**config.mk**
```make
export PLATFORM = sky130hd
export DESIGN_NAME = sss_ctrl
export DESIGN_NICKNAME = d
export VERILOG_FILES = /design/src/rtl/sss_pkg.sv /design/src/rtl/sss_ctrl.sv
export SDC_FILE = /design/constraint.sdc
export NUM_CORES = 1
export LEC_CHECK = 0
export BUFFER_PORTS_ARGS = -buffer_cell sky130_fd_sc_hd__buf_2
export CORE_AREA = 3 3 40 42
export CTS_CLUSTER_DIAMETER = 80
export CTS_CLUSTER_SIZE = 30
export DETAILED_ROUTE_END_ITERATION = 6
export DIE_AREA = 0 0 43 45
export PLACE_DENSITY = 0.5
export REMOVE_ABC_BUFFERS = 1
export SYNTH_ARGS = -nofsm -noshare
export SYNTH_HDL_FRONTEND = slang
export SYNTH_SLANG_ARGS = --single-unit
export TNS_END_PERCENT = 50
```
**constraint.sdc**
```tcl
create_clock -name aclk -period 1.7 [get_ports aclk]
set_clock_uncertainty 0.05 [all_clocks]
set_input_delay 0.51 -clock aclk [delete_from_list [all_inputs] [get_ports aclk]]
set_output_delay 0.51 -clock aclk [all_outputs]
set_load 0.03 [all_outputs]
```
**src/rtl/sss_pkg.sv**
```systemverilog
// Shared types and constants for the sorted store statistics block.
// No dependencies.
package sss_pkg;

    localparam int unsigned ValueW  = 32;
    localparam int unsigned IndexW  = 6;
    localparam int unsigned TotalW  = 7;
    localparam int unsigned MedW    = 33;
    localparam int unsigned SumW    = 38;
    localparam int unsigned AvgW    = 40;
    localparam int unsigned DivW    = SumW + 8;
    localparam int unsigned StatusW = 2;
    localparam int unsigned SIn     = 40;
    localparam int unsigned MOut    = 216;

    localparam logic OP_INSERT = 1'b0;
    localparam logic OP_READ   = 1'b1;

    localparam logic [StatusW-1:0] ST_OK    = 2'd0;
    localparam logic [StatusW-1:0] ST_FULL  = 2'd1;
    localparam logic [StatusW-1:0] ST_EMPTY = 2'd2;
    localparam logic [StatusW-1:0] ST_RANGE = 2'd3;

    typedef enum logic [1:0] {
        SEL_IDX,
        SEL_MHI,
        SEL_MLO,
        SEL_MAX
    } rd_sel_t;

    typedef struct packed {
        logic    capture;
        logic    insert;
        logic    rd_en;
        rd_sel_t rd_sel;
        logic    div_start;
        logic    out_load;
    } sss_cmd_t;

    typedef struct packed {
        logic div_done;
    } sss_stat_t;

endpackage

```
**src/rtl/sss_ctrl.sv**
```systemverilog
// Controller state machine for the sorted store statistics block.
// Depends on sss_pkg; drives the datapath by command and status structs.
module sss_ctrl
    import sss_pkg::*;
(
    input  logic      aclk,
    input  logic      aresetn,
    input  logic      s_tvalid,
    output logic      s_tready,
    output logic      m_tvalid,
    input  logic      m_tready,
    output sss_cmd_t  cmd,
    input  sss_stat_t stat
);

    typedef enum logic [2:0] {
        S_IDLE,
        S_INS,
        S_RD_IDX,
        S_RD_MHI,
        S_RD_MLO,
        S_RD_MAX,
        S_DIV,
        S_DONE
    } state_t;

    state_t state_reg, state_next;
    logic   m_valid_reg, m_valid_next;
    logic   out_free;

    assign out_free = !m_valid_reg || m_tready;
    assign s_tready = aresetn && (state_reg == S_IDLE);
    assign m_tvalid = m_valid_reg;

    always_comb begin
        state_next   = state_reg;
        m_valid_next = m_valid_reg;
        cmd          = '0;
        cmd.rd_sel   = SEL_IDX;
        if (m_valid_reg && m_tready) begin
            m_valid_next = 1'b0;
        end
        case (state_reg)
            S_IDLE: begin
                if (s_tvalid) begin
                    cmd.capture = 1'b1;
                    state_next  = S_INS;
                end
            end
            S_INS: begin
                cmd.insert = 1'b1;
                state_next = S_RD_IDX;
            end
            S_RD_IDX: begin
                cmd.rd_en     = 1'b1;
                cmd.rd_sel    = SEL_IDX;
                cmd.div_start = 1'b1;
                state_next    = S_RD_MHI;
            end
            S_RD_MHI: begin
                cmd.rd_en  = 1'b1;
                cmd.rd_sel = SEL_MHI;
                state_next = S_RD_MLO;
            end
            S_RD_MLO: begin
                cmd.rd_en  = 1'b1;
                cmd.rd_sel = SEL_MLO;
                state_next = S_RD_MAX;
            end
            S_RD_MAX: begin
                cmd.rd_en  = 1'b1;
                cmd.rd_sel = SEL_MAX;
                state_next = S_DIV;
            end
            S_DIV: begin
                if (stat.div_done) begin
                    state_next = S_DONE;
                end
            end
            S_DONE: begin
                if (out_free) begin
                    cmd.out_load = 1'b1;
                    m_valid_next = 1'b1;
                    state_next   = S_IDLE;
                end
            end
            default: begin
                state_next = S_IDLE;
            end
        endcase
    end

    always_ff @(posedge aclk) begin
        if (!aresetn) begin
            state_reg   <= S_IDLE;
            m_valid_reg <= 1'b0;
        end else begin
            state_reg   <= state_next;
            m_valid_reg <= m_valid_next;
        end
    end

endmodule

```
==> qor.yml, run 1 <==
sta:
  fin_crit_sh_pct: 97.2
  fin_setup_tns_ns: 0
  hold_viol: 0
  rsz0062_at_grt: "false"
  setup_slack_ns: 0.0483
  finalSetupViolCount: 0
  finalCriticalPeriod_ns: 1.65
  relSlewSlack_pct: 90.1
  hold-worst-slack_ns: 0.464
  max_slew.worst_pin.slew_ns: 0.149
  max_freq_mhz: 605
  drv_slew: 0
worst_setup_path:
  reg2reg_slack_ns: 0.39
  max_stage_delay_ns: 0.37
  required_ns: 1.14
  crit_fanout: 10
  crit_path_top_delay_cell: "dfxtp_4"
  cp_cell_sequence: "xor2_2, and2_1, buf_4"
  endpoint_kind: "output pin"
  critPathLaunchType: "flip-flop"
  critPathKind: "flip-flop to output pin"
  arrival_ns: 1.09
clocking:
  cts_root_buf: "clkbuf_4"
  cts_buffers: 3
  htree_levels: 1
  cts_tree: "done"
  cts.path.max_buffers: 2
  worst_skew_pair.late_latency_ns: 0.23
  cts.sinks: 4
  cts_hold_buf: 0
  clk_pin_slew_ns: 0.04
die:
  rows: 13
  initial_core_util_pct: 18.9
  die_w_um: 43
  core_area_um2: 1280
  dieArea_um2: 1940
  fp.dieH_um: 45
  io_pins: 14
logic_synthesis:
  synth_common_cells: "dfxtp_1, and2_1, nor3b_1"
  ys.warnings.count: 0
  synth_seq_cells: 4
  yosysSeqAreaShare_pct: 33.0
  synth_cells: 30
  yosysMostFrequentCell: "dfxtp_1"
  synth_area_um2: 243
  synth-main-ff-cell: "dfxtp_1"
  async_reset_ff_share_pct: 0
  synth_top_area_cell: "dfxtp_1"
  synth_area_per_cell_um2: 8.09
  synth_top_area_share_pct: 33.0
  synth_edf_count: 0
  synthTopCellsByArea: "dfxtp_1, nor3b_1, and2_1"
  ys_types: 19
place:
  gp_congestion: 0.697
  io_buffers: 13
  place_worst_setup_slack_ns: 0.124
  post-place-cells: 55
  hpwl_um: 389
  post_dp_cell_area_um2: 305
route:
  met1_length_um: 267
  drc: 0
  wl_met2_um: 222
  drtIter0Drc: 1
  top_layer: "met3"
  ant_nets: 0
  wl_met3_um: 90
  viasPerCell: 4.25
  vias: 251
  routed_wl_um: 580
  first_pass_iters: 4
  wl_per_cell_um: 9.83
global_route:
  grt_pass1_wl_um: 897
  overflow: 0
  grt_usage_pct: 6.58
  antenna_found_initial: 0
  grt_max_degree: 12
  grt_pass1_vias: 211
power:
  peakVddDrop_uv: 252
  cellLeakagePower_nw: 0.167
  total_power_uw: 350
  power.density_nw_per_um2: 947
final_layout:
  fill_cells: 144
  drive_gt1_share_pct: 50.0
  final_nets: 51
  areaGrowthSynthToFinish_pct: 52.1
  finish.utilization_pct: 28.7
  final_cells: 59
  post-route-cell-area_um2: 369
  largest_register_ffs: 3
  antenna-diode-count: 0
outcome:
  status: "finished clean"
hold_path:
  worstHoldPathType: "flip-flop to flip-flop"
run:
  maxCapViolations: 0
==> critical path: cells and delay by family, from the launching register on <==
kind	cells	cell delay (ns)
DFF	1	0.37
xor gates and xnor gates	1	0.18
buffers and inverters	1	0.16
and+or+nand+nor	1	0.15
==> final cells by class <==
type,count,area [um^2],share of cell area (%)
clock buffer,3,22.5,6.10
multi-input combinational,23,154,41.7
sequential,4,91.3,24.7
tap,15,18.8,5.08
timing repair buffer,14,82.6,22.4
==> repair_timing <==
item                       in CTS  in global routing
resized for setup               7                  6
setup endpoints to repair       7                  5
cloned                          0                  0
setup buffers                   0                  1
pin swaps                       0                  0
==> final timing paths <==
kind	cells past startpoint	to	start
hold / removal	2	m_tvalid	m_tvalid
hold reg to reg	2	m_tvalid	m_tvalid
setup reg to reg	3	state_reg[0]	state_reg[2]
setup / recovery	3	cmd[2]	state_reg[2]
==> placed cells by master (no fill, tap or decap) <==
| cell type | Yosys | final |
|---|---|---|
| nor2b_1 | 2 | 2 |
| clkbuf_4 | 0 | 4 |
| a21oi_1 | 1 | 1 |
| xor2_2 | 0 | 1 |
| or4_1 | 1 | 1 |
| buf_2 | 2 | 9 |
| nor3b_1 | 3 | 3 |
| and2_1 | 3 | 3 |
| nor2_1 | 1 | 1 |
| nand2b_1 | 1 | 1 |
| dfxtp_1 | 4 | 1 |
| and3_1 | 1 | 1 |
| buf_4 | 0 | 4 |
| o31a_1 | 1 | 1 |
| nor3_2 | 0 | 1 |
| a21boi_0 | 1 | 1 |
| dfxtp_4 | 0 | 3 |
| nand2_1 | 2 | 2 |
| a31oi_1 | 1 | 1 |
| o21ai_0 | 2 | 2 |
| nand3_1 | 1 | 1 |
==> logic make-up after synthesis <==
logic type	synth area share (%)
and+or+nand+nor	39.2
AOI/OAI and AO/OA	15.5
DFF	33.0
buffers and inverters	8.76
xor gates and xnor gates	3.61
==> power by group <==
group          switching, mW  total, mW  internal (mW)
registers             0.0201      0.123          0.103
clock network         0.0407      0.120         0.0791
logic                 0.0612      0.107         0.0458
==> layer usage <==
layer / track usage (%) / vias to the layer above
met5: 0 / -
met4: 7.23 / 0
met3: 2.39 / 0
met2: 6.59 / 18
met1: 9.42 / 101
li1: - / 132
(Power assumes the default switching activity.)
==> run 2, diff against run 1 <==
- ABC_AREA: unset -> 1
- PLACE_DENSITY: 0.5 -> 0.53
- clock period: 1.7 -> 1.9 ns (I/O delays scaled with it)
==> run 2 against run 1 <==
Against the previous run:
- flip-flop and latch count is the same
- die area is the same
- power shrank 11%
- worst hold slack gained 0.047 ns
- sequential share of layout area shrank 2.3 points
- critical path depth is the same
- utilization shrank 0.097 points
- clock-buffer cell count is the same
- setup slack gained 0.068 ns
- critical path type unchanged
- critical endpoint is now cmd[4]
- largest cell class unchanged
- largest power group unchanged
==> qor.yml, run 2 <==
route:
  drc: 0
  ant_nets: 0
  viasPerCell: 4.01
  drtIter0Drc: 4
  wl_per_cell_um: 8.54
  vias: 277
  routed_wl_um: 589
  first_pass_iters: 2
logic_synthesis:
  synth_top_area_share_pct: 29.2
  yosysMostFrequentCell: "nor2_1"
  synth_seq_cells: 4
  async_reset_ff_share_pct: 0
  synth-main-ff-cell: "dfxtp_1"
  synth_edf_count: 0
  synth_area_um2: 274
  yosysSeqAreaShare_pct: 29.2
  synth_top_area_cell: "dfxtp_1"
  synthTopCellsByArea: "dfxtp_1, nor2_1, buf_6"
  ys_types: 16
  synth_cells: 39
  ys.warnings.count: 0
  synth_area_per_cell_um2: 7.03
  synth_common_cells: "nor2_1, nand2_1, inv_1"
sta:
  relSlewSlack_pct: 86.5
  finalCriticalPeriod_ns: 1.78
  drv_slew: 0
  max_freq_mhz: 561
  hold_viol: 0
  fin_crit_sh_pct: 93.9
  rsz0062_at_grt: "false"
  fin_setup_tns_ns: 0
  finalSetupViolCount: 0
  max_slew.worst_pin.slew_ns: 0.202
worst_setup_path:
  rr_worst_depth: 5
  critPathLaunchType: "flip-flop"
  critPathKind: "flip-flop to output pin"
  required_ns: 1.28
  endpoint_kind: "output pin"
  arrival_ns: 1.16
  crit_fanout: 6
power:
  power.switching_uw: 117
  cellLeakagePower_nw: 0.199
  peakVddDrop_uv: 308
  comb_power_share_pct: 31.6
  p_seq_share_pct: 34.9
  power.internal_uw: 194
  power.share.clock_pct: 33.6
  power.density_nw_per_um2: 844
  swShare_pct: 37.5
clocking:
  cts_tree: "done"
  cts_buffers: 3
  postCtsSetupBuffers: 0
  cts.sinks: 4
  cts_root_buf: "clkbuf_4"
  clk_pin_slew_ns: 0.04
  cts.path.max_buffers: 2
  worst_skew_pair.late_latency_ns: 0.23
  htree_levels: 1
final_layout:
  largest_register_ffs: 3
  final_nets: 61
  mostFrequentLayoutCell: "buf_2"
  drive_gt1_share_pct: 48.1
  antenna-diode-count: 0
  final_cell_mix: "buf_2, nor2_1, nand2_1"
  areaGrowthSynthToFinish_pct: 34.2
  finish.utilization_pct: 28.6
outcome:
  status: "finished clean"
die:
  fp.dieH_um: 45
  die_w_um: 43
  rows: 13
  initial_core_util_pct: 21.3
  core_area_um2: 1280
  dieArea_um2: 1940
  io_pins: 14
run:
  maxCapViolations: 0
place:
  hpwl_um: 473
  io_buffers: 13
  gp_congestion: 0.783
global_route:
  antenna_found_initial: 0
  overflow: 0
  grt_usage_pct: 6.24
  grt_pass1_vias: 237
  grt_pass1_wl_um: 903
  grt_max_degree: 9
hold_path:
  hold_path_depth: 1
  worstHoldPathType: "flip-flop to flip-flop"
[run 2: cell types whose count changed after synthesis, moves of 2 or more]
cell,change
inv_1,+5
and2_1,-3
nand3_2,+2
nand2_1,+4
buf_2,-2
nor2_1,+7
nor3b_1,-3
nor2b_1,-2
[run 2: metrics by stage]
step           hold WS, ns  cell area, um^2  instances  worst slack [ns]  power, mW
2_1_floorplan        0.547              251         37            0.0590      0.179
3_3_place_gp         0.592              343         66             0.212      0.207
3_5_place_dp         0.584              343         66             0.229      0.207
4_1_cts              0.508              368         69            0.0981      0.316
5_1_grt              0.529              368         69            0.0105      0.331
6_report             0.511              368         69             0.116      0.311
[run 2: metal layers]
metal  wire length, um  track usage, %  vias to the layer above
li1                  -               -                      153
met1               273            7.71                      115
met2               263            8.98                        9
met3                53            3.98                        0
met4                 0            1.81                        0
met5                 0               0                        -
[run 2: critical path: stages (launching register included)]
cell     delay [ns]
dfxtp_1        0.42
inv_1          0.15
o21ai_0        0.15
buf_2          0.21
[run 2: final cells by class]
type,count,area [um^2]
inverter,6,23.8
sequential,4,82.6
tap,15,18.8
clock buffer,3,22.5
timing repair buffer,14,72.6
multi-input combinational,27,148
fill,148,917
[run 2: what timing repair did]
item | in CTS | in global routing
setup endpoints to repair | 1 | 0
hold buffers | 0 | 0
hold endpoints to repair | 0 | 0
gates resized for setup | 2 | 0
[run 2: cell families (layout without fill, tap and decap cells)]
family | after synthesis | after routing | synth area share (%)
AOI/OAI and AO/OA | 5 | 5 | 12.8
buffers and inverters | 8 | 23 | 16.9
DFF | 4 | 4 | 29.2
and+or+nand+nor | 22 | 22 | 41.1
[run 2: final timing paths]
| kind | from | end | slack [ns] |
|---|---|---|---|
| setup reg to reg | state_reg[2] | state_reg[1] | 0.87 |
| setup / recovery | state_reg[2] | cmd[4] | 0.12 |
| hold reg to reg | state_reg[0] | state_reg[0] | 0.51 |
| hold / removal | state_reg[0] | state_reg[0] | 0.51 |
[run 2: power by group through the flow]
stage / clock [mW] / sequential (mW) / combinational, mW
final: 0.104 / 0.108 / 0.0981
after detailed placement: 0 / 0.108 / 0.0988
after global routing: 0.114 / 0.110 / 0.107
after CTS: 0.108 / 0.108 / 0.0992
after global placement: 0 / 0.108 / 0.0988
after floorplan: 0 / 0.105 / 0.0735
==> run 3, diff against run 2 <==
- clock period: 1.9 -> 1.7 ns (I/O delays scaled with it)
==> run 3 against run 2 <==
Against the previous run:
- register-to-register slack worse by 0.13 ns
- clock power increased by 7%
- non-clock buffer count unchanged
- design area up 5.1%
- global-route usage about the same
- utilization grew 1.5 points
- clock-buffer cell count did not move
- critical path depth increased by 1
- cell count stayed put
- flip-flop and latch count stayed put
- combinational power rose by 19%
- largest cell class unchanged
==> qor.yml, run 3 (synthesis gave the netlist of run 2 again) <==
worst_setup_path:
  critPathKind: "flip-flop to output pin"
  arrival_ns: 1.08
  rr_worst_depth: 7
  required_ns: 1.14
  endpoint_kind: "output pin"
  rr_startpoint: "m_tvalid"
  critPathLaunchType: "flip-flop"
  reg2reg_slack_ns: 0.74
  crit_fanout: 8
  r2r_end: "state_reg[1]"
run:
  maxCapViolations: 0
route:
  wl_per_cell_um: 7.65
  ant_nets: 0
  viasPerCell: 3.91
  drtIter0Drc: 2
  first_pass_iters: 2
  routed_wl_um: 528
  drc: 0
  vias: 270
clocking:
  clk_pin_slew_ns: 0.04
  postCtsSetupBuffers: 0
  cts_buffers: 3
  cts_root_buf: "clkbuf_4"
  cts.path.max_buffers: 2
  cts.sinks: 4
  htree_levels: 1
  worst_skew_pair.late_latency_ns: 0.23
  cts_tree: "done"
final_layout:
  finish.utilization_pct: 30.1
  fill_cells: 141
  register_area_um2: 88.8
  largest_register_ffs: 3
  multi_input_area_um2: 148
  areaGrowthSynthToFinish_pct: 41.1
  drive_gt1_share_pct: 53.7
  final_cell_mix: "nor2_1, buf_2, nand2_1"
  antenna-diode-count: 0
  final_nets: 61
global_route:
  antenna_found_initial: 0
  overflow: 0
  grt_pass1_wl_um: 869
  grt_pass1_vias: 224
  grt_usage_pct: 6.25
  grt_max_degree: 9
hold_path:
  whs_endpoint: "state_reg[0]"
  hp-start: "state_reg[0]"
  hold_path_depth: 1
  worstHoldPathType: "flip-flop to flip-flop"
die:
  dieArea_um2: 1940
  die_w_um: 43
  rows: 13
  io_pins: 14
  core_area_um2: 1280
  fp.dieH_um: 45
  initial_core_util_pct: 21.3
power:
  cellLeakagePower_nw: 0.200
  comb_power_share_pct: 33.4
  p_seq_share_pct: 34.7
  power.share.clock_pct: 31.9
  power.density_nw_per_um2: 904
  power.switching_uw: 126
  swShare_pct: 36.0
  power.internal_uw: 224
  peakVddDrop_uv: 415
  total_power_uw: 349
sta:
  hold-worst-slack_ns: 0.454
  finalCriticalPeriod_ns: 1.64
  hold_viol: 0
  drv_slew: 0
  setup_slack_ns: 0.0594
  max_slew.worst_pin.slew_ns: 0.174
  fin_crit_sh_pct: 96.5
  finalSetupViolCount: 0
  rsz0062_at_grt: "true"
  relSlewSlack_pct: 88.3
  fin_setup_tns_ns: 0
  max_freq_mhz: 610
place:
  gp_congestion: 0.711
  hpwl_um: 445
  place_worst_setup_slack_ns: 0.116
  io_buffers: 13
outcome:
  status: "finished clean"
==> run 3: power by group through the flow <==
stage	registers, mW	logic [mW]	clock network (mW)
2_1_floorplan	0.118	0.0821	0
3_3_place_gp	0.120	0.110	0
3_5_place_dp	0.121	0.110	0
4_1_cts	0.121	0.113	0.119
5_1_grt	0.124	0.126	0.128
6_report	0.121	0.117	0.111
==> run 3: cell type report <==
cell class / instances / share of cell area (%)
inverter: 6 / 6.15
multi-input combinational: 27 / 38.2
tap: 15 / 4.85
sequential: 4 / 23.0
clock buffer: 3 / 5.83
timing repair buffer: 14 / 22.0
==> run 3: how the worst max path moves through the flow <==
stage / startpoint / end / slack [ns]
finish: state_reg[1] / cmd[6] / 0.06
global route: state_reg[1] / s_tready / -0.007
CTS: state_reg[1] / cmd[0] / 0.01
detailed placement: state_reg[1] / cmd[0] / 0.12
global placement: state_reg[1] / cmd[0] / 0.11
floorplan: state_reg[1] / cmd[1] / -0.08
==> run 3: per-layer routing <==
metal	wire (um)	global-route usage [%]
met1	233	7.25
met2	235	8.38
met3	59	6.77
met4	0	0
met5	0	0
==> run 3: through the flow <==
step / instances / cell area [um^2]
after floorplan: 37 / 251
after global placement: 66 / 343
after detailed placement: 66 / 343
after CTS: 69 / 374
after global routing: 69 / 387
final: 69 / 387
==> run 3: critical path: stages, from the launching register on <==
cell and delay, ns:
dfxtp_4 0.37, nor2_4 0.14, nand2_1 0.07, nor2_1 0.08, buf_2 0.20
==> run 3: what timing repair did <==
action | CTS | global route
hold endpoints to repair | 0 | 0
hold buffers | 0 | 0
resized for setup | 5 | 8
pin swaps | 0 | 0
setup endpoints to repair | 7 | 5
